<file path="config.mk">
export PLATFORM = sky130hd
export DESIGN_NAME = hvn_back_flat
export DESIGN_NICKNAME = d
export VERILOG_FILES = /design/src/rtl/hvn_pkg.sv /design/src/rtl/hvn_out_if.sv /design/src/rtl/hvn_norm.sv /design/src/rtl/hvn_back.sv /design/src/flat_wrapper.sv
export SDC_FILE = /design/constraint.sdc
export NUM_CORES = 2
export LEC_CHECK = 0
export BUFFER_PORTS_ARGS = -buffer_cell sky130_fd_sc_hd__buf_2
export CAP_MARGIN = 5
export CORE_ASPECT_RATIO = 0.6
export CORE_MARGIN = 4
export CORE_UTILIZATION = 44
export CTS_CLUSTER_DIAMETER = 80
export DETAILED_ROUTE_END_ITERATION = 16
export SETUP_SLACK_MARGIN = 0.02
export SKIP_LAST_GASP = 1
export SYNTH_ARGS = -nofsm -noshare
export SYNTH_HDL_FRONTEND = slang
export SYNTH_HIERARCHICAL = 1
export SYNTH_SLANG_ARGS = --single-unit
</file>
<file path="constraint.sdc">
create_clock -name clk -period 8.15 [get_ports clk]
set_input_delay 2.0375 -clock clk [delete_from_list [all_inputs] [get_ports clk]]
set_output_delay 2.0375 -clock clk [all_outputs]
set_load 0.05 [all_outputs]
</file>
<file path="src/rtl/hvn_pkg.sv">
`default_nettype none
// ----------------------------------------------------------------------------
// hvn_pkg
// shared types, constants and register codes of the height-map normal block
// ----------------------------------------------------------------------------
package hvn_pkg;

	localparam int MAX_WIDTH_DEF  = 1024;
	localparam int FRAC_BITS_DEF  = 14;
	localparam int MAX_ROWS       = 4096;

	localparam int SAMPLE_W = 8;
	localparam int ROW_W    = 12;   // row index
	localparam int COL_W    = 12;   // column index carried with a vertex job
	localparam int GW_W     = 11;   // grid_width register
	localparam int GH_W     = 13;   // grid_height register
	localparam int GS_W     = 8;    // grid_spacing register
	localparam int DIFF_W   = 11;   // sum of up to four height differences
	localparam int NF_W     = 3;    // face count 0..4
	localparam int MAG_W    = 18;   // magnitude of one summed component
	localparam int USQ_W    = 2 * MAG_W;
	localparam int SQ_W     = USQ_W + 2;

	localparam int QUEUE_DEPTH = 4;

	// register indexes (byte address / 4)
	localparam logic [1:0] REG_GRID_WIDTH   = 2'd0;
	localparam logic [1:0] REG_GRID_HEIGHT  = 2'd1;
	localparam logic [1:0] REG_GRID_SPACING = 2'd2;

	localparam logic [GW_W-1:0] GRID_WIDTH_RST   = 11'd256;
	localparam logic [GH_W-1:0] GRID_HEIGHT_RST  = 13'd256;
	localparam logic [GS_W-1:0] GRID_SPACING_RST = 8'd10;

	typedef struct packed {
		logic [GW_W-1:0] grid_width;
		logic [GH_W-1:0] grid_height;
		logic [GS_W-1:0] grid_spacing;
		logic            restart;
	} cfg_t;

	// one vertex to normalize
	typedef struct packed {
		logic [COL_W-1:0]         col;
		logic [ROW_W-1:0]         row;
		logic signed [DIFF_W-1:0] dx;
		logic signed [DIFF_W-1:0] dz;
		logic [NF_W-1:0]          nf;
		logic                     last;
	} job_t;

endpackage

`default_nettype wire

</file>
<file path="src/rtl/hvn_out_if.sv">
`default_nettype none
// ----------------------------------------------------------------------------
// hvn_out_if
// vertex normal channel
// ----------------------------------------------------------------------------
interface hvn_out_if;
	logic               valid;
	logic               ready;
	logic [9:0]         vertex_column;
	logic [11:0]        vertex_row;
	logic signed [15:0] normal_x;
	logic [14:0]        normal_y;
	logic signed [15:0] normal_z;
	logic               last_of_run;

	modport source (output valid, output vertex_column, output vertex_row,
		output normal_x, output normal_y, output normal_z, output last_of_run,
		input ready);
	modport sink (input valid, input vertex_column, input vertex_row,
		input normal_x, input normal_y, input normal_z, input last_of_run,
		output ready);
endinterface

`default_nettype wire

</file>
<file path="src/rtl/hvn_norm.sv">
`default_nettype none
// ----------------------------------------------------------------------------
// hvn_norm
// one component: round(u * 2^F / sqrt(sq)) by bit-serial divide then root
// ----------------------------------------------------------------------------
module hvn_norm import hvn_pkg::*; #(
	parameter int FRAC_BITS = FRAC_BITS_DEF
) (
	input  logic                 clk,
	input  logic                 arst_n,
	input  logic                 start,
	input  logic [USQ_W-1:0]     usq,
	input  logic [SQ_W-1:0]      sq,
	output logic                 done,
	output logic [FRAC_BITS:0]   q
);

	localparam int DW   = 2 * FRAC_BITS + 3;   // quotient u^2*2^(2F+2)/sq
	localparam int RW   = FRAC_BITS + 2;       // root width
	localparam int RMW  = FRAC_BITS + 5;       // root remainder width
	localparam int SDW  = 2 * RW;
	localparam int CNTW = $clog2(DW + 1);

	localparam logic [1:0] N_IDLE = 2'd0;
	localparam logic [1:0] N_DIV  = 2'd1;
	localparam logic [1:0] N_ROOT = 2'd2;

	localparam logic [RW-1:0] ONE = RW'(1) << FRAC_BITS;

	logic [1:0]         phase_q;
	logic [CNTW-1:0]    cnt_q;
	logic               first_q, done_q;
	logic [SQ_W:0]      rem_q;
	logic [SQ_W-1:0]    sq_q;
	logic [DW-1:0]      quo_q;
	logic [SDW-1:0]     sd_q;
	logic [RMW-1:0]     srem_q;
	logic [RW-1:0]      root_q;
	logic [FRAC_BITS:0] q_q;

	logic [SQ_W:0]  div_t, div_rem;
	logic           div_ge, rt_ge;
	logic [DW-1:0]  quo_nx;
	logic [RMW-1:0] rem2, trial;
	logic [RW-1:0]  root_nx, half, capped;
	logic [RW:0]    m1;

	assign div_t   = first_q ? rem_q : {rem_q[SQ_W-1:0], 1'b0};
	assign div_ge  = div_t >= {1'b0, sq_q};
	assign div_rem = div_ge ? div_t - {1'b0, sq_q} : div_t;
	assign quo_nx  = {quo_q[DW-2:0], div_ge};

	assign rem2    = {srem_q[RMW-3:0], sd_q[SDW-1 -: 2]};
	assign trial   = {1'b0, root_q, 2'b01};
	assign rt_ge   = rem2 >= trial;
	assign root_nx = {root_q[RW-2:0], rt_ge};

	// nearest with ties up: odd 2q-1 stays below the root
	assign m1     = {1'b0, root_nx} + (RW+1)'(1);
	assign half   = m1[RW:1];
	assign capped = (half > ONE) ? ONE : half;

	assign done = done_q;
	assign q    = q_q;

	always_ff @(posedge clk) begin
		if (start) begin
			rem_q   <= (SQ_W+1)'(usq);
			sq_q    <= sq;
			quo_q   <= '0;
		end else if (phase_q == N_DIV) begin
			rem_q <= div_rem;
			quo_q <= quo_nx;
			if (cnt_q == CNTW'(DW - 1)) begin
				sd_q   <= SDW'(quo_nx);
				srem_q <= '0;
				root_q <= '0;
			end
		end else if (phase_q == N_ROOT) begin
			srem_q <= rt_ge ? rem2 - trial : rem2;
			root_q <= root_nx;
			sd_q   <= {sd_q[SDW-3:0], 2'b00};
			if (cnt_q == CNTW'(RW - 1)) q_q <= capped[FRAC_BITS:0];
		end
	end

	always_ff @(posedge clk or negedge arst_n) begin
		if (!arst_n) begin
			phase_q <= N_IDLE;
			cnt_q   <= '0;
			first_q <= 1'b0;
			done_q  <= 1'b0;
		end else if (start) begin
			phase_q <= N_DIV;
			cnt_q   <= '0;
			first_q <= 1'b1;
			done_q  <= 1'b0;
		end else begin
			unique case (phase_q)
				N_DIV: begin
					first_q <= 1'b0;
					if (cnt_q == CNTW'(DW - 1)) begin
						phase_q <= N_ROOT;
						cnt_q   <= '0;
					end else begin
						cnt_q <= cnt_q + CNTW'(1);
					end
				end
				N_ROOT: begin
					if (cnt_q == CNTW'(RW - 1)) begin
						phase_q <= N_IDLE;
						done_q  <= 1'b1;
					end else begin
						cnt_q <= cnt_q + CNTW'(1);
					end
				end
				default: phase_q <= N_IDLE;
			endcase
		end
	end

endmodule

`default_nettype wire

</file>
<file path="src/rtl/hvn_back.sv">
`default_nettype none
// ----------------------------------------------------------------------------
// hvn_back
// scales a vertex job, normalizes its three components, holds the result
// ----------------------------------------------------------------------------
module hvn_back import hvn_pkg::*; #(
	parameter int FRAC_BITS = FRAC_BITS_DEF
) (
	input  logic clk,
	input  logic arst_n,
	input  cfg_t cfg,
	input  job_t job,
	input  logic job_valid,
	output logic job_ready,
	hvn_out_if.source normals
);

	localparam logic [2:0] B_IDLE  = 3'd0;
	localparam logic [2:0] B_M1    = 3'd1;
	localparam logic [2:0] B_M2    = 3'd2;
	localparam logic [2:0] B_M3    = 3'd3;
	localparam logic [2:0] B_SUM   = 3'd4;
	localparam logic [2:0] B_START = 3'd5;
	localparam logic [2:0] B_NORM  = 3'd6;
	localparam logic [2:0] B_OUT   = 3'd7;

	logic [2:0]        state_q;
	job_t              job_q;
	logic [MAG_W-1:0]  ax_q, ay_q, az_q;
	logic [15:0]       s2_q;
	logic [USQ_W-1:0]  ax2_q, ay2_q, az2_q;
	logic [SQ_W-1:0]   sq_q;
	logic              out_valid_q;
	logic [9:0]        col_q;
	logic [11:0]       row_q;
	logic signed [15:0] nx_q, nz_q;
	logic [14:0]       ny_q;
	logic              last_q;

	logic [GS_W-1:0]    s;
	logic signed [19:0] px, pz;
	logic [19:0]        abs_x, abs_z;
	logic               start, all_done, load;
	logic [FRAC_BITS:0] qx, qy, qz;
	logic [31:0]        qx32, qy32, qz32;

	assign s         = (cfg.grid_spacing == '0) ? 8'd1 : cfg.grid_spacing;
	assign px        = $signed({1'b0, s}) * job_q.dx;
	assign pz        = $signed({1'b0, s}) * job_q.dz;
	assign abs_x     = px[19] ? 20'(-px) : 20'(px);
	assign abs_z     = pz[19] ? 20'(-pz) : 20'(pz);
	assign start     = (state_q == B_START);
	assign job_ready = (state_q == B_IDLE);
	assign load      = (state_q == B_OUT) && (!out_valid_q || normals.ready);

	assign qx32 = 32'(qx);
	assign qy32 = 32'(qy);
	assign qz32 = 32'(qz);

	logic done_x, done_y, done_z;
	assign all_done = done_x && done_y && done_z;

	hvn_norm #(.FRAC_BITS(FRAC_BITS)) u_norm_x (
		.clk(clk), .arst_n(arst_n), .start(start), .usq(ax2_q), .sq(sq_q),
		.done(done_x), .q(qx));
	hvn_norm #(.FRAC_BITS(FRAC_BITS)) u_norm_y (
		.clk(clk), .arst_n(arst_n), .start(start), .usq(ay2_q), .sq(sq_q),
		.done(done_y), .q(qy));
	hvn_norm #(.FRAC_BITS(FRAC_BITS)) u_norm_z (
		.clk(clk), .arst_n(arst_n), .start(start), .usq(az2_q), .sq(sq_q),
		.done(done_z), .q(qz));

	assign normals.valid         = out_valid_q;
	assign normals.vertex_column = col_q;
	assign normals.vertex_row    = row_q;
	assign normals.normal_x      = nx_q;
	assign normals.normal_y      = ny_q;
	assign normals.normal_z      = nz_q;
	assign normals.last_of_run   = last_q;

	always_ff @(posedge clk) begin
		if (job_valid && job_ready) job_q <= job;
		if (state_q == B_M1) begin
			ax_q <= abs_x[MAG_W-1:0];
			az_q <= abs_z[MAG_W-1:0];
			s2_q <= s * s;
		end
		if (state_q == B_M2) ay_q <= MAG_W'(job_q.nf) * MAG_W'(s2_q);
		if (state_q == B_M3) begin
			ax2_q <= ax_q * ax_q;
			ay2_q <= ay_q * ay_q;
			az2_q <= az_q * az_q;
		end
		if (state_q == B_SUM) sq_q <= SQ_W'(ax2_q) + SQ_W'(ay2_q) + SQ_W'(az2_q);
		if (load) begin
			col_q  <= job_q.col[9:0];
			row_q  <= job_q.row;
			nx_q   <= job_q.dx[DIFF_W-1] ? 16'd0 - qx32[15:0] : qx32[15:0];
			ny_q   <= qy32[14:0];
			nz_q   <= job_q.dz[DIFF_W-1] ? 16'd0 - qz32[15:0] : qz32[15:0];
			last_q <= job_q.last;
		end
	end

	always_ff @(posedge clk or negedge arst_n) begin
		if (!arst_n) begin
			state_q     <= B_IDLE;
			out_valid_q <= 1'b0;
		end else begin
			if (load) out_valid_q <= 1'b1;
			else if (normals.ready) out_valid_q <= 1'b0;
			unique case (state_q)
				B_IDLE:  if (job_valid) state_q <= B_M1;
				B_M1:    state_q <= B_M2;
				B_M2:    state_q <= B_M3;
				B_M3:    state_q <= B_SUM;
				B_SUM:   state_q <= B_START;
				B_START: state_q <= B_NORM;
				B_NORM:  if (all_done) state_q <= B_OUT;
				B_OUT:   if (load) state_q <= B_IDLE;
				default: state_q <= B_IDLE;
			endcase
		end
	end

endmodule

`default_nettype wire

</file>
<file path="src/flat_wrapper.sv">
// flat-port wrapper written by rule: the top's interface ports become plain ports
module hvn_back_flat import hvn_pkg::*;
#(
	parameter int FRAC_BITS = FRAC_BITS_DEF
)
  (clk, arst_n, cfg, job, job_valid, job_ready, normals_valid, normals_vertex_column, normals_vertex_row, normals_normal_x, normals_normal_y, normals_normal_z, normals_last_of_run, normals_ready);
  hvn_out_if normals_i ();
  input  logic clk;
  input  logic arst_n;
  input  cfg_t cfg;
  input  job_t job;
  input  logic job_valid;
  output logic job_ready;
  output wire logic [$bits(normals_i.valid)-1:0] normals_valid;
  output wire logic [$bits(normals_i.vertex_column)-1:0] normals_vertex_column;
  output wire logic [$bits(normals_i.vertex_row)-1:0] normals_vertex_row;
  output wire logic [$bits(normals_i.normal_x)-1:0] normals_normal_x;
  output wire logic [$bits(normals_i.normal_y)-1:0] normals_normal_y;
  output wire logic [$bits(normals_i.normal_z)-1:0] normals_normal_z;
  output wire logic [$bits(normals_i.last_of_run)-1:0] normals_last_of_run;
  input wire logic [$bits(normals_i.ready)-1:0] normals_ready;
  assign normals_valid = normals_i.valid;
  assign normals_vertex_column = normals_i.vertex_column;
  assign normals_vertex_row = normals_i.vertex_row;
  assign normals_normal_x = normals_i.normal_x;
  assign normals_normal_y = normals_i.normal_y;
  assign normals_normal_z = normals_i.normal_z;
  assign normals_last_of_run = normals_i.last_of_run;
  assign normals_i.ready = normals_ready;
  hvn_back #(.FRAC_BITS(FRAC_BITS)) u_core (.clk(clk), .arst_n(arst_n), .cfg(cfg), .job(job), .job_valid(job_valid), .job_ready(job_ready), .normals(normals_i));
endmodule
</file>
==> flow_summary.json <==
{
  "drv_cap": 0,
  "yosysTopAreaCell": "edfxtp_1",
  "path_max_fanout": 18,
  "top_layer_used": "met5",
  "numCtsBuffers": 99,
  "drt-pass1-iter-count": 6,
  "timing.final.crit_share_pct": 93.01,
  "hold_buffers": 0,
  "ant_nets": 0,
  "cts-resized-gates": 0,
  "tightest_slew_ns": 1.145,
  "cts_setup_buffers": 0,
  "die_y_um": 349.0,
  "setup_ws_ns": 0.5695,
  "ys_seq_elements": 922,
  "synth_edf_count": 792,
  "syn-cell-area_sq_mm": 0.08528,
  "dieArea_sq_mm": 0.2012,
  "cp_data_required_time_ns": 8.59,
  "wl_met1_um": 107700,
  "ys_seq_area_share_pct": 31.12,
  "synthFlopType": "edfxtp_1",
  "finalSetupTns_ns": 0,
  "dp_hpwl_um": 166800,
  "ff_latch_area_sq_mm": 0.02654,
  "skew_ns": 0.03086,
  "grt_pass1_wl_um": 337300,
  "slew_headroom_pct": 23.68,
  "fin_crit_ns": 7.580,
  "status": "finished, final reports clean",
  "drt-initial-drc-count": 5077,
  "avgSynthCellArea_sq_um": 9.891,
  "worstSetupStartpointType": "flip-flop",
  "n_fill_cell": 17760,
  "clkSinkCount": 922,
  "synth_cells": 8622,
  "hold_viol": 0,
  "critPathArrivalTime_ns": 8.02,
  "cts_max_path_buffers": 3,
  "io_buffers": 131,
  "grt_setup_unrepaired": "false",
  "via_per_inst": 5.281,
  "synth.distinct_cells": 118,
  "holdWs_ns": 0.4147,
  "cts_tree": "done",
  "grt.total_usage_pct": 20.98,
  "async_reset_ff_share_pct": 3.362,
  "wl_met3_um": 18710,
  "pin_count": 159,
  "coreArea_sq_mm": 0.1916,
  "place_area_sq_mm": 0.08916,
  "multi_input_comb_area_sq_mm": 0.05169,
  "clk_latency_ns": 0.72,
  "synthTopCellsByArea": "edfxtp_1, fa_1, ha_1",
  "reg2reg_from": "u_core/ay_q[7]",
  "critPathKind": "flip-flop to flip-flop",
  "nNetsFinal": 10350,
  "rows": 124,
  "yosysTopAreaCellShare_pct": 27.89,
  "crit_path_end_kind": "flip-flop",
  "grt_overflow": 0,
  "yosysMostFrequentCell": "inv_1",
  "ys_warn_count": 6,
  "via_count": 60040,
  "totalWireLength_um": 211100,
  "yosys-top-cells-count": "inv_1, fa_1, nand2_1, edfxtp_1, ha_1",
  "grt_max_degree": 129,
  "grt_antenna_before_repair": 3,
  "dp.cells": 11180,
  "setup_violations": 0,
  "die_x_um": 576.4,
  "pre_cts_slack_ns": 0.02892,
  "drc": 0,
  "p_per_area_mw_per_mm2": 179.1,
  "gp_congestion": 0.9472,
  "cts_root_buffer": "clkbuf_16",
  "path_clk_slew_ns": 0.06,
  "fmax_mhz": 131.9,
  "layout-area-overhead-vs-synth_pct": 8.562,
  "h-tree-depth": 3,
  "hold_start": "u_core/u_norm_y/q[11]",
  "startpoint": "u_core/ay_q[7]",
  "wl_met2_um": 81420,
  "p_leak_nw": 42.43,
  "finalInstanceArea_sq_mm": 0.09259,
  "initial_utilization_pct": 44.51,
  "wl_per_cell_um": 18.57,
  "finalNonFillerCells": 11370,
  "grt_pass1_vias": 59370,
  "drive_above_1_share_pct": 7.493,
  "peakVddDrop_mv": 0.2307,
  "slew_viol_final": 0,
  "hold_path_class": "flip-flop to flip-flop"
}
[layer usage]
layer,global-route usage [%],up-vias
met5,0,-
met4,3.539,2
li1,-,28550
met3,5.254,192
met2,28.28,1838
met1,33.75,29450
[cell families (layout without fill, tap and decap cells)]
family / after synthesis / count (layout) / synth area share, %
other cells: 2 / 12 / 0.008806
simple gates: 2146 / 2146 / 11.88
compound gates: 1482 / 1482 / 11.16
fa+ha+maj: 1567 / 1567 / 30.75
xor+xnor: 452 / 452 / 4.659
buf+inv: 1899 / 2052 / 8.446
mux: 152 / 152 / 1.976
flops: 922 / 922 / 31.12
[where the power goes]
group / total, W / internal (W) / switching (W)
clock network: 0.00483 / 0.00279 / 0.00204
registers: 0.00625 / 0.00593 / 0.000315
logic: 0.00550 / 0.00241 / 0.00310
[stage by stage]
step	utilization, %	power [W]
detailed placement	46.53	0.01180
global placement	46.53	0.01164
floorplan	-	0.01055
CTS	48.32	0.01672
global route	48.32	0.01767
finish	48.32	0.01658
[state kept, by name (all words and copies together), names as in the netlist, 17 cells and up]
signal and count:
u_core/job_q 48, u_core/u_norm_x/rem_q 39, u_core/u_norm_y/rem_q 39, u_core/u_norm_z/rem_q 39, u_core/sq_q 38, u_core/u_norm_x/sq_q 38, u_core/u_norm_y/sq_q 38, u_core/u_norm_z/sq_q 38
u_core/ax2_q 35, u_core/ay2_q 35, u_core/az2_q 35, u_core/u_norm_x/sd_q 32, u_core/u_norm_y/sd_q 32, u_core/u_norm_z/sd_q 32, u_core/u_norm_x/quo_q 30, u_core/u_norm_y/quo_q 30
u_core/u_norm_z/quo_q 30, u_core/ax_q 18, u_core/ay_q 18, u_core/az_q 18, u_core/u_norm_x/srem_q 17, u_core/u_norm_y/srem_q 17, u_core/u_norm_z/srem_q 17
[critical path: stages, from the launching register on]
cell	delay, ns
edfxtp_1	1.05
nand2_1	0.20
inv_1	0.13
fa_1	0.45
fa_1	0.55
inv_1	0.05
fa_1	0.51
inv_1	0.05
fa_1	0.46
fa_1	0.56
inv_1	0.06
fa_1	0.52
inv_1	0.04
ha_1	0.38
nand4_1	0.14
or2_2	0.36
or3_1	0.42
a211oi_1	0.25
buf_4	0.19
o31a_1	0.30
o41ai_1	0.17
o21ai_0	0.19
a21oi_1	0.10
xnor2_1	0.14
[placed cells by master (no fill, tap or decap), types with 50 or more instances in the layout]
cell type and count:
nand2_1 850, nor3_1 73, xnor2_1 320, nor2_1 431
o21a_1 74, clkbuf_16 100, nand3_1 118, mux2_2 131
xor2_1 130, dfxtp_1 99, o21bai_1 50, o21ai_0 305
a211oi_1 69, a21oi_1 508, buf_4 127, a21o_1 130
nor2b_1 71, fa_1 882, buf_2 131, nand4_1 54
inv_1 1606, edfxtp_1 792, and2_1 325, ha_1 682
[path summary, 6_finish.rpt]
kind	slack, ns	endpoint	depth (start not counted)
setup reg to reg	0.57	u_core/ay2_q[35]	23
setup / recovery	0.57	u_core/ay2_q[35]	23
hold reg to reg	0.41	u_core/normals.normal_y[11]	0
hold / removal	0.41	u_core/normals.normal_y[11]	0
min in group asynchronous	1.45	u_core/u_norm_x/phase_q[0]	1
max in group asynchronous	6.00	u_core/u_norm_z/cnt_q[0]	1
[cell type report]
cell class                 count  area share, %
multi-input combinational   5807          55.83
clock inverter                52         0.7770
clock buffer                 130          2.911
inverter                    1610          6.530
tap                         2583          3.491
sequential                   922          28.67
antenna                        4        0.01081
timing repair buffer         260          1.781
Power figures use the tool's default switching activity.
