### src/rtl/hvn_pkg.sv
`default_nettype none
// ----------------------------------------------------------------------------
// hvn_pkg
// shared types, constants and register codes of the height-map normal block
// ----------------------------------------------------------------------------
package hvn_pkg;

	localparam int MAX_WIDTH_DEF  = 1024;
	localparam int FRAC_BITS_DEF  = 14;
	localparam int MAX_ROWS       = 4096;

	localparam int SAMPLE_W = 8;
	localparam int ROW_W    = 12;   // row index
	localparam int COL_W    = 12;   // column index carried with a vertex job
	localparam int GW_W     = 11;   // grid_width register
	localparam int GH_W     = 13;   // grid_height register
	localparam int GS_W     = 8;    // grid_spacing register
	localparam int DIFF_W   = 11;   // sum of up to four height differences
	localparam int NF_W     = 3;    // face count 0..4
	localparam int MAG_W    = 18;   // magnitude of one summed component
	localparam int USQ_W    = 2 * MAG_W;
	localparam int SQ_W     = USQ_W + 2;

	localparam int QUEUE_DEPTH = 4;

	// register indexes (byte address / 4)
	localparam logic [1:0] REG_GRID_WIDTH   = 2'd0;
	localparam logic [1:0] REG_GRID_HEIGHT  = 2'd1;
	localparam logic [1:0] REG_GRID_SPACING = 2'd2;

	localparam logic [GW_W-1:0] GRID_WIDTH_RST   = 11'd256;
	localparam logic [GH_W-1:0] GRID_HEIGHT_RST  = 13'd256;
	localparam logic [GS_W-1:0] GRID_SPACING_RST = 8'd10;

	typedef struct packed {
		logic [GW_W-1:0] grid_width;
		logic [GH_W-1:0] grid_height;
		logic [GS_W-1:0] grid_spacing;
		logic            restart;
	} cfg_t;

	// one vertex to normalize
	typedef struct packed {
		logic [COL_W-1:0]         col;
		logic [ROW_W-1:0]         row;
		logic signed [DIFF_W-1:0] dx;
		logic signed [DIFF_W-1:0] dz;
		logic [NF_W-1:0]          nf;
		logic                     last;
	} job_t;

endpackage

`default_nettype wire

### src/rtl/hvn_queue.sv
`default_nettype none
// ----------------------------------------------------------------------------
// hvn_queue
// short job queue between front and back
// ----------------------------------------------------------------------------
module hvn_queue import hvn_pkg::*; (
	input  logic clk,
	input  logic arst_n,
	input  job_t push_job,
	input  logic push_valid,
	output logic push_ready,
	output job_t pop_job,
	output logic pop_valid,
	input  logic pop_ready
);

	localparam int PW = $clog2(QUEUE_DEPTH);

	job_t          entries_q [QUEUE_DEPTH];
	logic [PW-1:0] wr_ptr_q, rd_ptr_q;
	logic [PW:0]   count_q;
	logic          push, pop;

	assign push_ready = (count_q != (PW+1)'(QUEUE_DEPTH));
	assign pop_valid  = (count_q != '0);
	assign pop_job    = entries_q[rd_ptr_q];
	assign push       = push_valid && push_ready;
	assign pop        = pop_valid && pop_ready;

	always_ff @(posedge clk) begin
		if (push) entries_q[wr_ptr_q] <= push_job;
	end

	always_ff @(posedge clk or negedge arst_n) begin
		if (!arst_n) begin
			wr_ptr_q <= '0;
			rd_ptr_q <= '0;
			count_q  <= '0;
		end else begin
			if (push) begin
				wr_ptr_q <= (wr_ptr_q == PW'(QUEUE_DEPTH - 1)) ? '0 : wr_ptr_q + PW'(1);
			end
			if (pop) begin
				rd_ptr_q <= (rd_ptr_q == PW'(QUEUE_DEPTH - 1)) ? '0 : rd_ptr_q + PW'(1);
			end
			if (push && !pop) count_q <= count_q + (PW+1)'(1);
			else if (pop && !push) count_q <= count_q - (PW+1)'(1);
		end
	end

endmodule

`default_nettype wire

### config.mk
export PLATFORM = sky130hd
export DESIGN_NAME = hvn_queue
export DESIGN_NICKNAME = d
export VERILOG_FILES = /design/src/rtl/hvn_pkg.sv /design/src/rtl/hvn_queue.sv
export SDC_FILE = /design/constraint.sdc
export NUM_CORES = 1
export LEC_CHECK = 0
export BUFFER_PORTS_ARGS = -buffer_cell sky130_fd_sc_hd__buf_2
export CAP_MARGIN = 20
export CORE_UTILIZATION = 57
export CTS_CLUSTER_DIAMETER = 120
export DETAILED_ROUTE_END_ITERATION = 12
export PLACE_DENSITY = 0.89
export SYNTH_ARGS = -nofsm -noshare
export SYNTH_HDL_FRONTEND = slang
export SYNTH_SLANG_ARGS = --single-unit
### constraint.sdc
create_clock -name clk -period 2.5 [get_ports clk]
set_input_delay 0.5 -clock clk [delete_from_list [all_inputs] [get_ports clk]]
set_output_delay 0.5 -clock clk [all_outputs]
set_load 0.05 [all_outputs]
==> results.sh, run 1 <==
export IMPL_p_sw_mw=4.75
export IMPL_fin_setup_tns_ps=0
export IMPL_yosysWarnings=0
export IMPL_num_rows=41
export IMPL_fin_crit_ps=2450
export IMPL_initial_core_util=0.595
export IMPL_syn2layout_area_growth_pct=19.2
export IMPL_clk_pin_slew_worst_paths_ps=60
export IMPL_chipWidth_um=118
export IMPL_r2r_end="count_q[2]"
export IMPL_startpoint="rd_ptr_q[0]"
export IMPL_r2r_start="count_q[0]"
export IMPL_cp_cell_sequence="buf_16, mux4_2, buf_2"
export IMPL_synth_cell_types=19
export IMPL_grt_max_degree=53
export IMPL_period_share=0.982
export IMPL_core_area_um2=12800
export IMPL_endpoint_kind="output pin"
export IMPL_grt_pass1_vias=3683
export IMPL_drt_first_iter_violations=211
export IMPL_avgRoutedWirePerCell_um=21.5
export IMPL_pre_cts_ws_ps=271
export IMPL_cp_num_buf_inv=2
export IMPL_clkLatencyLatePin_ps=470
export IMPL_synth_area_top_cells="edfxtp_1, mux4_2, dfrtp_1"
export IMPL_firstDrtPassIters=4
export IMPL_crit_end="pop_job[39]"
export IMPL_route_detailed_drc=0
export IMPL_boundaryPins=106
export IMPL_critPathTopFamily="multiplexers"
export IMPL_wl_met2_um=6810
export IMPL_layout_drive_gt1_share=0.474
export IMPL_portBuffers=105
export IMPL_worstMarginPinSlew_ps=657
export IMPL_die_area_um2=13900
export IMPL_maxUsedRoutingLayer="met4"
export IMPL_seqPwrFrac=0.384
export IMPL_outcome="finished clean"
export IMPL_start_kind="flip-flop"
export IMPL_combPwrFrac=0.400
export IMPL_ff2ff_path_depth=8
export IMPL_htreeDepth=1
export IMPL_cts_tree="built"
export IMPL_holdWs_ps=238
export IMPL_die_h_um=118
export IMPL_worstPathRequired_ps=2000
export IMPL_path_max_fanout=25
export IMPL_rsz0062_at_grt="yes"
export IMPL_syn_nets=359
export IMPL_layout_setup_ws_ps=45.5
export IMPL_antenna_found_initial=0
export IMPL_fin_nets=483
export IMPL_gp_congestion=0.669
export IMPL_vias=3480
export IMPL_clkPwrFrac=0.215
export IMPL_slew_headroom=0.562
export IMPL_route_met3_wl_um=879
export IMPL_crit_type="flip-flop to output pin"
export IMPL_p_leak_nw=3.16
export IMPL_drtAntennaViolNets=0
export IMPL_fmax_mhz=407
export IMPL_synth_top_area_cell="edfxtp_1"
export IMPL_finalClockSkew_ps=7.19
export IMPL_dp_hpwl_um=7870
export IMPL_antenna_cells=0
export IMPL_synth_top_area_frac=0.786
export IMPL_wl_met1_um=5080
export IMPL_p_per_area_nw_per_um2=1370
export IMPL_crit_arrival_ps=1950
export IMPL_synth_area_um2=7640
export IMPL_syn_inst=298
export IMPL_finalHoldViolCount=0
export IMPL_peakVddDrop_v=0.000807
export IMPL_switching_share=0.380
export IMPL_holdCritPathClass="primary input to flip-flop"
export IMPL_cts_root_buf="clkbuf_16"
export IMPL_grt_first_pass_wirelength_um=20300
export IMPL_synth_seq_cells=207
export IMPL_slowest_stage="mux4_2"
export IMPL_internal_power_mw=7.76
export IMPL_cts_buffers=20
export IMPL_clockBufferDepth=3
export IMPL_path_depth=3
export IMPL_syn_area_per_cell_um2=25.6
export IMPL_slew_viol_final=0
export IMPL_grt_usage=0.196
export IMPL_grt_overflow=0
export IMPL_synth_yosys_seq_area_share=0.809
export IMPL_drv_cap=0
export IMPL_wirelength_um=13000
export IMPL_ff2ff_setup_slack_ps=270
export IMPL_clkSinkCount=207
export IMPL_routed_via_density=5.73
export IMPL_cpPeakStageDelay_ps=540
export IMPL_finalSetupViolCount=0
layout make-up:
cell class                 count  area [um2]
tap                          172         215
fill                         762        3720
clock inverter                11        58.8
sequential                   207        6190
timing repair buffer         114         709
inverter                       3        11.3
multi-input combinational     76        1380
clock buffer                  24         537
worst min-delay path by stage:
stage | depth (start not counted) | endpoint | startpoint | slack (ps)
after global placement | 1 | wr_ptr_q[0] | arst_n | 340
after detailed placement | 1 | count_q[1] | arst_n | 350
after global routing | 1 | entries_q[0][22] | push_job[22] | 220
after floorplan | 0 | count_q[0] | arst_n | 200
final | 1 | entries_q[2][22] | push_job[22] | 240
after CTS | 1 | entries_q[2][45] | push_job[45] | 230
through the flow:
step	total power, mW	util	instance area [um2]	cells
after floorplan	8.65	-	7640	298
after global placement	9.75	0.660	8460	570
after detailed placement	9.89	0.660	8460	570
after CTS	12.6	0.708	9080	607
after global routing	13.0	0.710	9100	607
final	12.5	0.710	9100	607
power by group through the flow:
stage	clock network [mW]	logic (mW)	registers (mW)
floorplan	0	3.87	4.78
global placement	0	4.90	4.84
detailed placement	0	4.97	4.92
CTS	2.75	5.05	4.82
global route	2.89	5.25	4.87
finish	2.70	5.01	4.81
flip-flops by register name (all words and copies together), names as in the netlist:
| signal | cells |
|---|---|
| rd_ptr_q | 2 |
| count_q | 3 |
| entries_q | 200 |
| wr_ptr_q | 2 |
cells by family (layout without fill, tap and decap cells):
| group | Yosys count | count (layout) | share of synthesized area |
|---|---|---|---|
| xor gates and xnor gates | 3 | 3 | 0.00344 |
| adders and majority gates | 7 | 7 | 0.0125 |
| buffers and inverters | 15 | 152 | 0.00934 |
| DFF | 207 | 207 | 0.809 |
| muxes | 55 | 55 | 0.156 |
| and+or+nand+nor | 11 | 11 | 0.00950 |
routing by layer:
layer  track usage  vias up
li1              -     1515
met1         0.252     1796
met2         0.339      146
met3        0.0397       23
met4        0.0577        0
met5             0        -
synthesized netlist by cell type:
| master | n |
|---|---|
| edfxtp_1 | 200 |
| mux4_2 | 50 |
| dfrtp_1 | 7 |
| buf_2 | 6 |
| ha_1 | 6 |
| and3_2 | 4 |
| clkbuf_1 | 4 |
| inv_1 | 3 |
| mux2_2 | 3 |
| nor2_1 | 3 |
| buf_4 | 2 |
| mux2_4 | 2 |
| xor2_1 | 2 |
| and2_4 | 1 |
| fa_1 | 1 |
| nand2_1 | 1 |
| or3_2 | 1 |
| or3b_4 | 1 |
| xnor2_1 | 1 |
what timing repair did:
| action | 4_1_cts | 5_1_grt |
|---|---|---|
| endpoints found under the hold margin | 7 | 0 |
| gates cloned | 0 | 0 |
| pin swaps | 0 | 0 |
| endpoints found under the setup margin | 44 | 23 |
| setup buffers | 1 | 0 |
| hold buffers | 1 | 0 |
| gates resized for setup | 2 | 7 |
placed cells by master (no fill, tap or decap), types with 2 or more instances in the layout:
| master | netlist | final |
|---|---|---|
| edfxtp_1 | 200 | 200 |
| clkbuf_16 | 0 | 21 |
| clkbuf_1 | 4 | 3 |
| xor2_1 | 2 | 2 |
| nor2_1 | 3 | 3 |
| buf_12 | 0 | 6 |
| inv_1 | 3 | 3 |
| mux4_2 | 50 | 50 |
| mux2_4 | 2 | 2 |
| and3_2 | 4 | 4 |
| mux2_2 | 3 | 3 |
| dfrtp_1 | 7 | 5 |
| buf_2 | 6 | 102 |
| clkinv_2 | 0 | 6 |
| buf_6 | 0 | 3 |
| ha_1 | 6 | 6 |
| clkinv_1 | 0 | 3 |
No activity file was read; power rests on OpenSTA's default activity.
==> run 2: changes to the inputs <==
--- a/config.mk
+++ b/config.mk
@@ -11,6 +11,7 @@
 export CTS_CLUSTER_DIAMETER = 120
 export DETAILED_ROUTE_END_ITERATION = 12
 export PLACE_DENSITY = 0.89
+export SETUP_SLACK_MARGIN = 0.5
 export SYNTH_ARGS = -nofsm -noshare
 export SYNTH_HDL_FRONTEND = slang
 export SYNTH_SLANG_ARGS = --single-unit
==> run 2 against run 1 <==
Compared with the run above: non-clock buffer count grew 14; count of clock-buffer cells in the layout down 1; worst setup slack worse by 11 ps; clock power grew 10%; combinational power is 12% higher; routed wire length grew 8.6%; via count up 1.6%; flip-flop and latch count unchanged; global-route usage up 1.8 points; maximum frequency fell by 0.46%; first-iteration DRC count down 7.1%; register-to-register slack improved by 170 ps.
==> results.sh, run 2 (synthesis gave the netlist of run 1 again) <==
export IMPL_grt_usage=0.214
export IMPL_die_h_um=118
export IMPL_gp_congestion=0.702
export IMPL_rsz0062_at_grt="yes"
export IMPL_peakVddDrop_v=0.000850
export IMPL_top_register="entries_q"
export IMPL_cpPeakStageDelay_ps=540
export IMPL_path_max_fanout=16
export IMPL_worstMarginPinSlew_ps=616
export IMPL_fin_nets=498
export IMPL_dp_hpwl_um=8300
export IMPL_outcome="finished clean"
export IMPL_final_cell_mix="edfxtp_1, buf_2, mux4_2, clkbuf_16, buf_4"
export IMPL_largest_reg_flops=200
export IMPL_holdCritPathClass="primary input to flip-flop"
export IMPL_antenna_found_initial=1
export IMPL_route_detailed_drc=0
export IMPL_slew_viol_final=0
export IMPL_num_rows=41
export IMPL_start_kind="flip-flop"
export IMPL_drv_cap=0
export IMPL_vias=3537
export IMPL_cp_cell_sequence="buf_12, mux4_2, buf_2"
export IMPL_crit_arrival_ps=1970
export IMPL_finalSetupViolCount=0
export IMPL_drtAntennaViolNets=0
export IMPL_clockBufferDepth=3
export IMPL_clk_pin_slew_worst_paths_ps=60
export IMPL_cts_buffers=21
export IMPL_finalHoldViolCount=0
export IMPL_clkSinkCount=207
export IMPL_crit_type="flip-flop to output pin"
export IMPL_layout_drive_gt1_share=0.506
export IMPL_core_area_um2=12800
export IMPL_wirelength_um=14200
export IMPL_final_common_cell="edfxtp_1"
export IMPL_r2r_start="count_q[0]"
export IMPL_cts_tree="built"
export IMPL_worstPathRequired_ps=2000
export IMPL_finalClockSkew_ps=21.5
export IMPL_boundaryPins=106
export IMPL_htreeDepth=1
export IMPL_dpl_cell_area_um2=8520
export IMPL_largestRegisters="entries_q x200, count_q x3"
export IMPL_cts_root_buf="clkbuf_16"
export IMPL_initial_core_util=0.595
export IMPL_fin_crit_ps=2470
export IMPL_grt_max_degree=32
export IMPL_fin_util=0.738
export IMPL_firstDrtPassIters=4
export IMPL_startpoint="rd_ptr_q[0]"
export IMPL_p_per_area_nw_per_um2=1420
export IMPL_slew_headroom=0.589
export IMPL_die_area_um2=13900
export IMPL_routed_via_density=5.67
export IMPL_avgRoutedWirePerCell_um=22.7
export IMPL_period_share=0.986
export IMPL_fmax_mhz=406
export IMPL_endpoint_kind="output pin"
export IMPL_grt_first_pass_wirelength_um=21900
export IMPL_drt_first_iter_violations=196
export IMPL_slowest_stage="mux4_2"
export IMPL_clkLatencyLatePin_ps=490
export IMPL_grt_pass1_vias=3894
export IMPL_fillCellCount=713
export IMPL_stdcell_count=624
export IMPL_portBuffers=105
export IMPL_syn2layout_area_growth_pct=23.9
export IMPL_finalPower_mw=13.4
export IMPL_fin_area_um2=9460
export IMPL_chipWidth_um=118
export IMPL_hp_start="push_job[2]"
export IMPL_place_inst=573
export IMPL_p_leak_nw=3.31
export IMPL_grt_overflow=0
## run 2: area by class of cell
type                       count  area [um2]  share of cell area
tap                          172         215              0.0227
antenna                        1        2.50            0.000264
clock buffer                  23         533              0.0563
sequential                   207        6190               0.654
clock inverter                14         128              0.0135
multi-input combinational     76        1430               0.151
inverter                       3        11.3             0.00119
timing repair buffer         128         953               0.101
## run 2: stage by stage
stage / TNS (ps) / worst slack (ps) / hold slack, ps
after floorplan: 0 / 419 / 204
after global placement: 0 / 387 / 341
after detailed placement: 0 / 361 / 344
after CTS: 0 / 17.4 / 207
after global routing: -343 / -25.0 / 216
final: 0 / 34.2 / 215
## run 2: worst paths after layout
| check | endpoint | slack (ps) | depth (start not counted) |
|---|---|---|---|
| worst max-delay path | pop_job[22] | 30 | 3 |
| worst min-delay path | entries_q[2][2] | 210 | 1 |
| worst max register to register | count_q[1] | 440 | 6 |
| worst min register to register | count_q[2] | 590 | 2 |
| max in group asynchronous | rd_ptr_q[1] | 1960 | 2 |
| min in group asynchronous | count_q[2] | 360 | 2 |
## run 2: layer usage
layer	wire (um)	track usage	vias to the layer above
met5	0	0	-
met4	489	0.0801	0
met3	832	0.0417	34
met2	7360	0.379	121
met1	5490	0.262	1835
li1	-	-	1547
## run 2: critical path, delay by kind of cell, from the launching register on
kind | cells | cell delay [ps]
multiplexers | 1 | 540
flip-flops | 1 | 500
buffers and inverters | 2 | 430
## run 2: timing repair
item | CTS | global route
setup buffers | 10 | 2
gates cloned | 0 | 0
hold endpoints to repair | 7 | 0
resized for setup | 19 | 44
hold buffers | 1 | 0
pin swaps | 4 | 3
setup endpoints to repair | 54 | 77
## run 2: power by group
part,switching (mW),internal [mW]
Combinational,3.53,2.08
Sequential,0.231,4.60
Clock,1.23,1.75
==> run 3: changes to the inputs <==
--- a/config.mk
+++ b/config.mk
@@ -5,9 +5,13 @@
 export SDC_FILE = /design/constraint.sdc
 export NUM_CORES = 1
 export LEC_CHECK = 0
+export ABC_CLOCK_PERIOD_IN_PS = 2500
 export BUFFER_PORTS_ARGS = -buffer_cell sky130_fd_sc_hd__buf_2
 export CAP_MARGIN = 20
-export CORE_UTILIZATION = 57
+export CELL_PAD_IN_SITES_DETAIL_PLACEMENT = 1
+export CELL_PAD_IN_SITES_GLOBAL_PLACEMENT = 2
+export CORE_ASPECT_RATIO = 1.1
+export CORE_UTILIZATION = 45
 export CTS_CLUSTER_DIAMETER = 120
 export DETAILED_ROUTE_END_ITERATION = 12
 export PLACE_DENSITY = 0.89
==> run 3 against run 2 <==
Compared with the run above: maximum frequency increased by 1.4%; total power rose by 3.9%; sequential share of layout area is 1.5 points lower; utilization down 15 points; critical endpoint is now pop_job[38]; non-clock buffer count decreased by 4; worst setup slack improved by 35 ps; highest routed layer unchanged; final cell count is 4.2% higher; combinational power up 12%; routed wire length grew 4.2%; largest cell class unchanged; global-route usage fell by 3.9 points; clock power is 5% lower; flip-flop and latch count unchanged.
==> results.sh, run 3 (synthesis gave the netlist of run 1 again) <==
export IMPL_outcome="finished clean"
export IMPL_r2r_end="count_q[1]"
export IMPL_firstDrtPassIters=4
export IMPL_slew_headroom=0.582
export IMPL_grt_max_degree=53
export IMPL_r2r_start="count_q[1]"
export IMPL_internal_power_mw=8.89
export IMPL_seq_area_um2=6190
export IMPL_dp_hpwl_um=8410
export IMPL_avgRoutedWirePerCell_um=22.7
export IMPL_start_kind="flip-flop"
export IMPL_grt_first_pass_wirelength_um=22800
export IMPL_holdCritPathClass="primary input to flip-flop"
export IMPL_period_share=0.972
export IMPL_drv_cap=0
export IMPL_worstMarginPinSlew_ps=627
export IMPL_layout_drive_gt1_share=0.489
export IMPL_top_register="entries_q"
export IMPL_fin_util=0.587
export IMPL_cts_buffers=21
export IMPL_initial_core_util=0.463
export IMPL_final_cell_mix="edfxtp_1, buf_2, mux4_2, buf_8, clkbuf_16"
export IMPL_pre_cts_ws_ps=297
export IMPL_layout_setup_ws_ps=69.0
export IMPL_holdWs_ps=229
export IMPL_crit_type="flip-flop to output pin"
export IMPL_worstPathRequired_ps=2000
export IMPL_grt_overflow=0
export IMPL_chipWidth_um=126
export IMPL_fin_nets=494
export IMPL_grt_pass1_vias=4030
export IMPL_num_rows=49
export IMPL_vias=3526
export IMPL_boundaryPins=106
export IMPL_die_h_um=139
export IMPL_fin_setup_tns_ps=0
export IMPL_fin_crit_ps=2430
export IMPL_antenna_found_initial=4
export IMPL_p_per_area_nw_per_um2=1440
export IMPL_hp_start="push_job[42]"
export IMPL_cts_root_buf="clkbuf_16"
export IMPL_p_sw_mw=5.06
export IMPL_clk_pin_slew_worst_paths_ps=60
export IMPL_path_max_fanout=16
export IMPL_core_area_um2=16500
export IMPL_hold_depth=1
export IMPL_fillCellCount=1368
export IMPL_portBuffers=105
export IMPL_switching_share=0.363
export IMPL_finalHoldViolCount=0
export IMPL_largestRegisters="entries_q x200, count_q x3"
export IMPL_fmax_mhz=411
export IMPL_drt_first_iter_violations=157
export IMPL_peakVddDrop_v=0.000807
export IMPL_endpoint_kind="output pin"
export IMPL_route_detailed_drc=0
export IMPL_ff2ff_path_depth=6
export IMPL_grt_usage=0.175
export IMPL_clkSinkCount=207
export IMPL_wirelength_um=14800
export IMPL_die_area_um2=17500
export IMPL_routed_via_density=5.42
export IMPL_clkPwrFrac=0.203
export IMPL_final_common_cell="edfxtp_1"
export IMPL_htreeDepth=1
export IMPL_gp_congestion=0.706
export IMPL_clockBufferDepth=3
export IMPL_crit_arrival_ps=1930
export IMPL_largest_reg_flops=200
export IMPL_finalSetupViolCount=0
export IMPL_ff2ff_setup_slack_ps=450
export IMPL_rsz0062_at_grt="yes"
export IMPL_cts_tree="built"
export IMPL_multi_input_area_um2=1420
export IMPL_hold_end="entries_q[3][42]"
export IMPL_drtAntennaViolNets=0
export IMPL_seqPwrFrac=0.345
export IMPL_combPwrFrac=0.452
export IMPL_slew_viol_final=0
export IMPL_p_leak_nw=3.36
export IMPL_syn2layout_area_growth_pct=26.8
export IMPL_clkLatencyLatePin_ps=490
export IMPL_finalClockSkew_ps=8.79
[run 3: repair_timing]
| action | CTS | global route |
|---|---|---|
| endpoints found under the setup margin | 81 | 83 |
| buffers inserted | 6 | 4 |
| pin swaps | 5 | 9 |
| resized for setup | 134 | 5 |
| hold buffers | 1 | 0 |
| endpoints found under the hold margin | 7 | 0 |
[run 3: metal layers]
layer  vias to the layer above  GRT usage  share of wire
met5                         -          0              0
met4                         0     0.0640          0.029
met3                        37     0.0336          0.043
met2                       104      0.321           0.54
met1                      1844      0.202           0.39
li1                       1541          -              -
[run 3: power by group through the flow]
stage	Clock (mW)	Combinational (mW)	Sequential, mW
6_report	2.84	6.30	4.81
3_3_place_gp	0	4.93	4.88
2_1_floorplan	0	3.89	4.78
5_1_grt	3.02	6.59	4.87
3_5_place_dp	0	5.02	4.95
4_1_cts	2.91	6.34	4.83
[run 3: worst max path at each step]
stage | start | to | slack [ps] | depth (start not counted)
2_1_floorplan | count_q[0] | count_q[1] | 420 | 6
3_3_place_gp | rd_ptr_q[0] | pop_job[46] | 350 | 3
3_5_place_dp | rd_ptr_q[0] | pop_job[45] | 300 | 3
4_1_cts | rd_ptr_q[0] | pop_job[18] | 20 | 3
5_1_grt | rd_ptr_q[0] | pop_job[8] | -0.7 | 3
6_report | rd_ptr_q[0] | pop_job[38] | 70 | 3
[run 3: through the flow]
stage               power [mW]  std cells  instance area [um2]
floorplan                 8.67        298                 7650
global placement          9.81        603                 8500
detailed placement        9.97        603                 8500
CTS                       14.1        642                 9630
global route              14.5        649                 9680
finish                    14.0        650                 9680
[run 3: cell type report]
class                      count  share of cell area
inverter                       3             0.00116
antenna                        4             0.00103
clock buffer                  28              0.0580
timing repair buffer         124               0.124
tap                          204              0.0264
multi-input combinational     76               0.146
sequential                   207               0.639
clock inverter                 4             0.00452
[run 3: critical path, cell delays in order, from the launching register on]
cell and delay, ps:
dfrtp_4 490, buf_12 200, mux4_2 560, buf_8 170
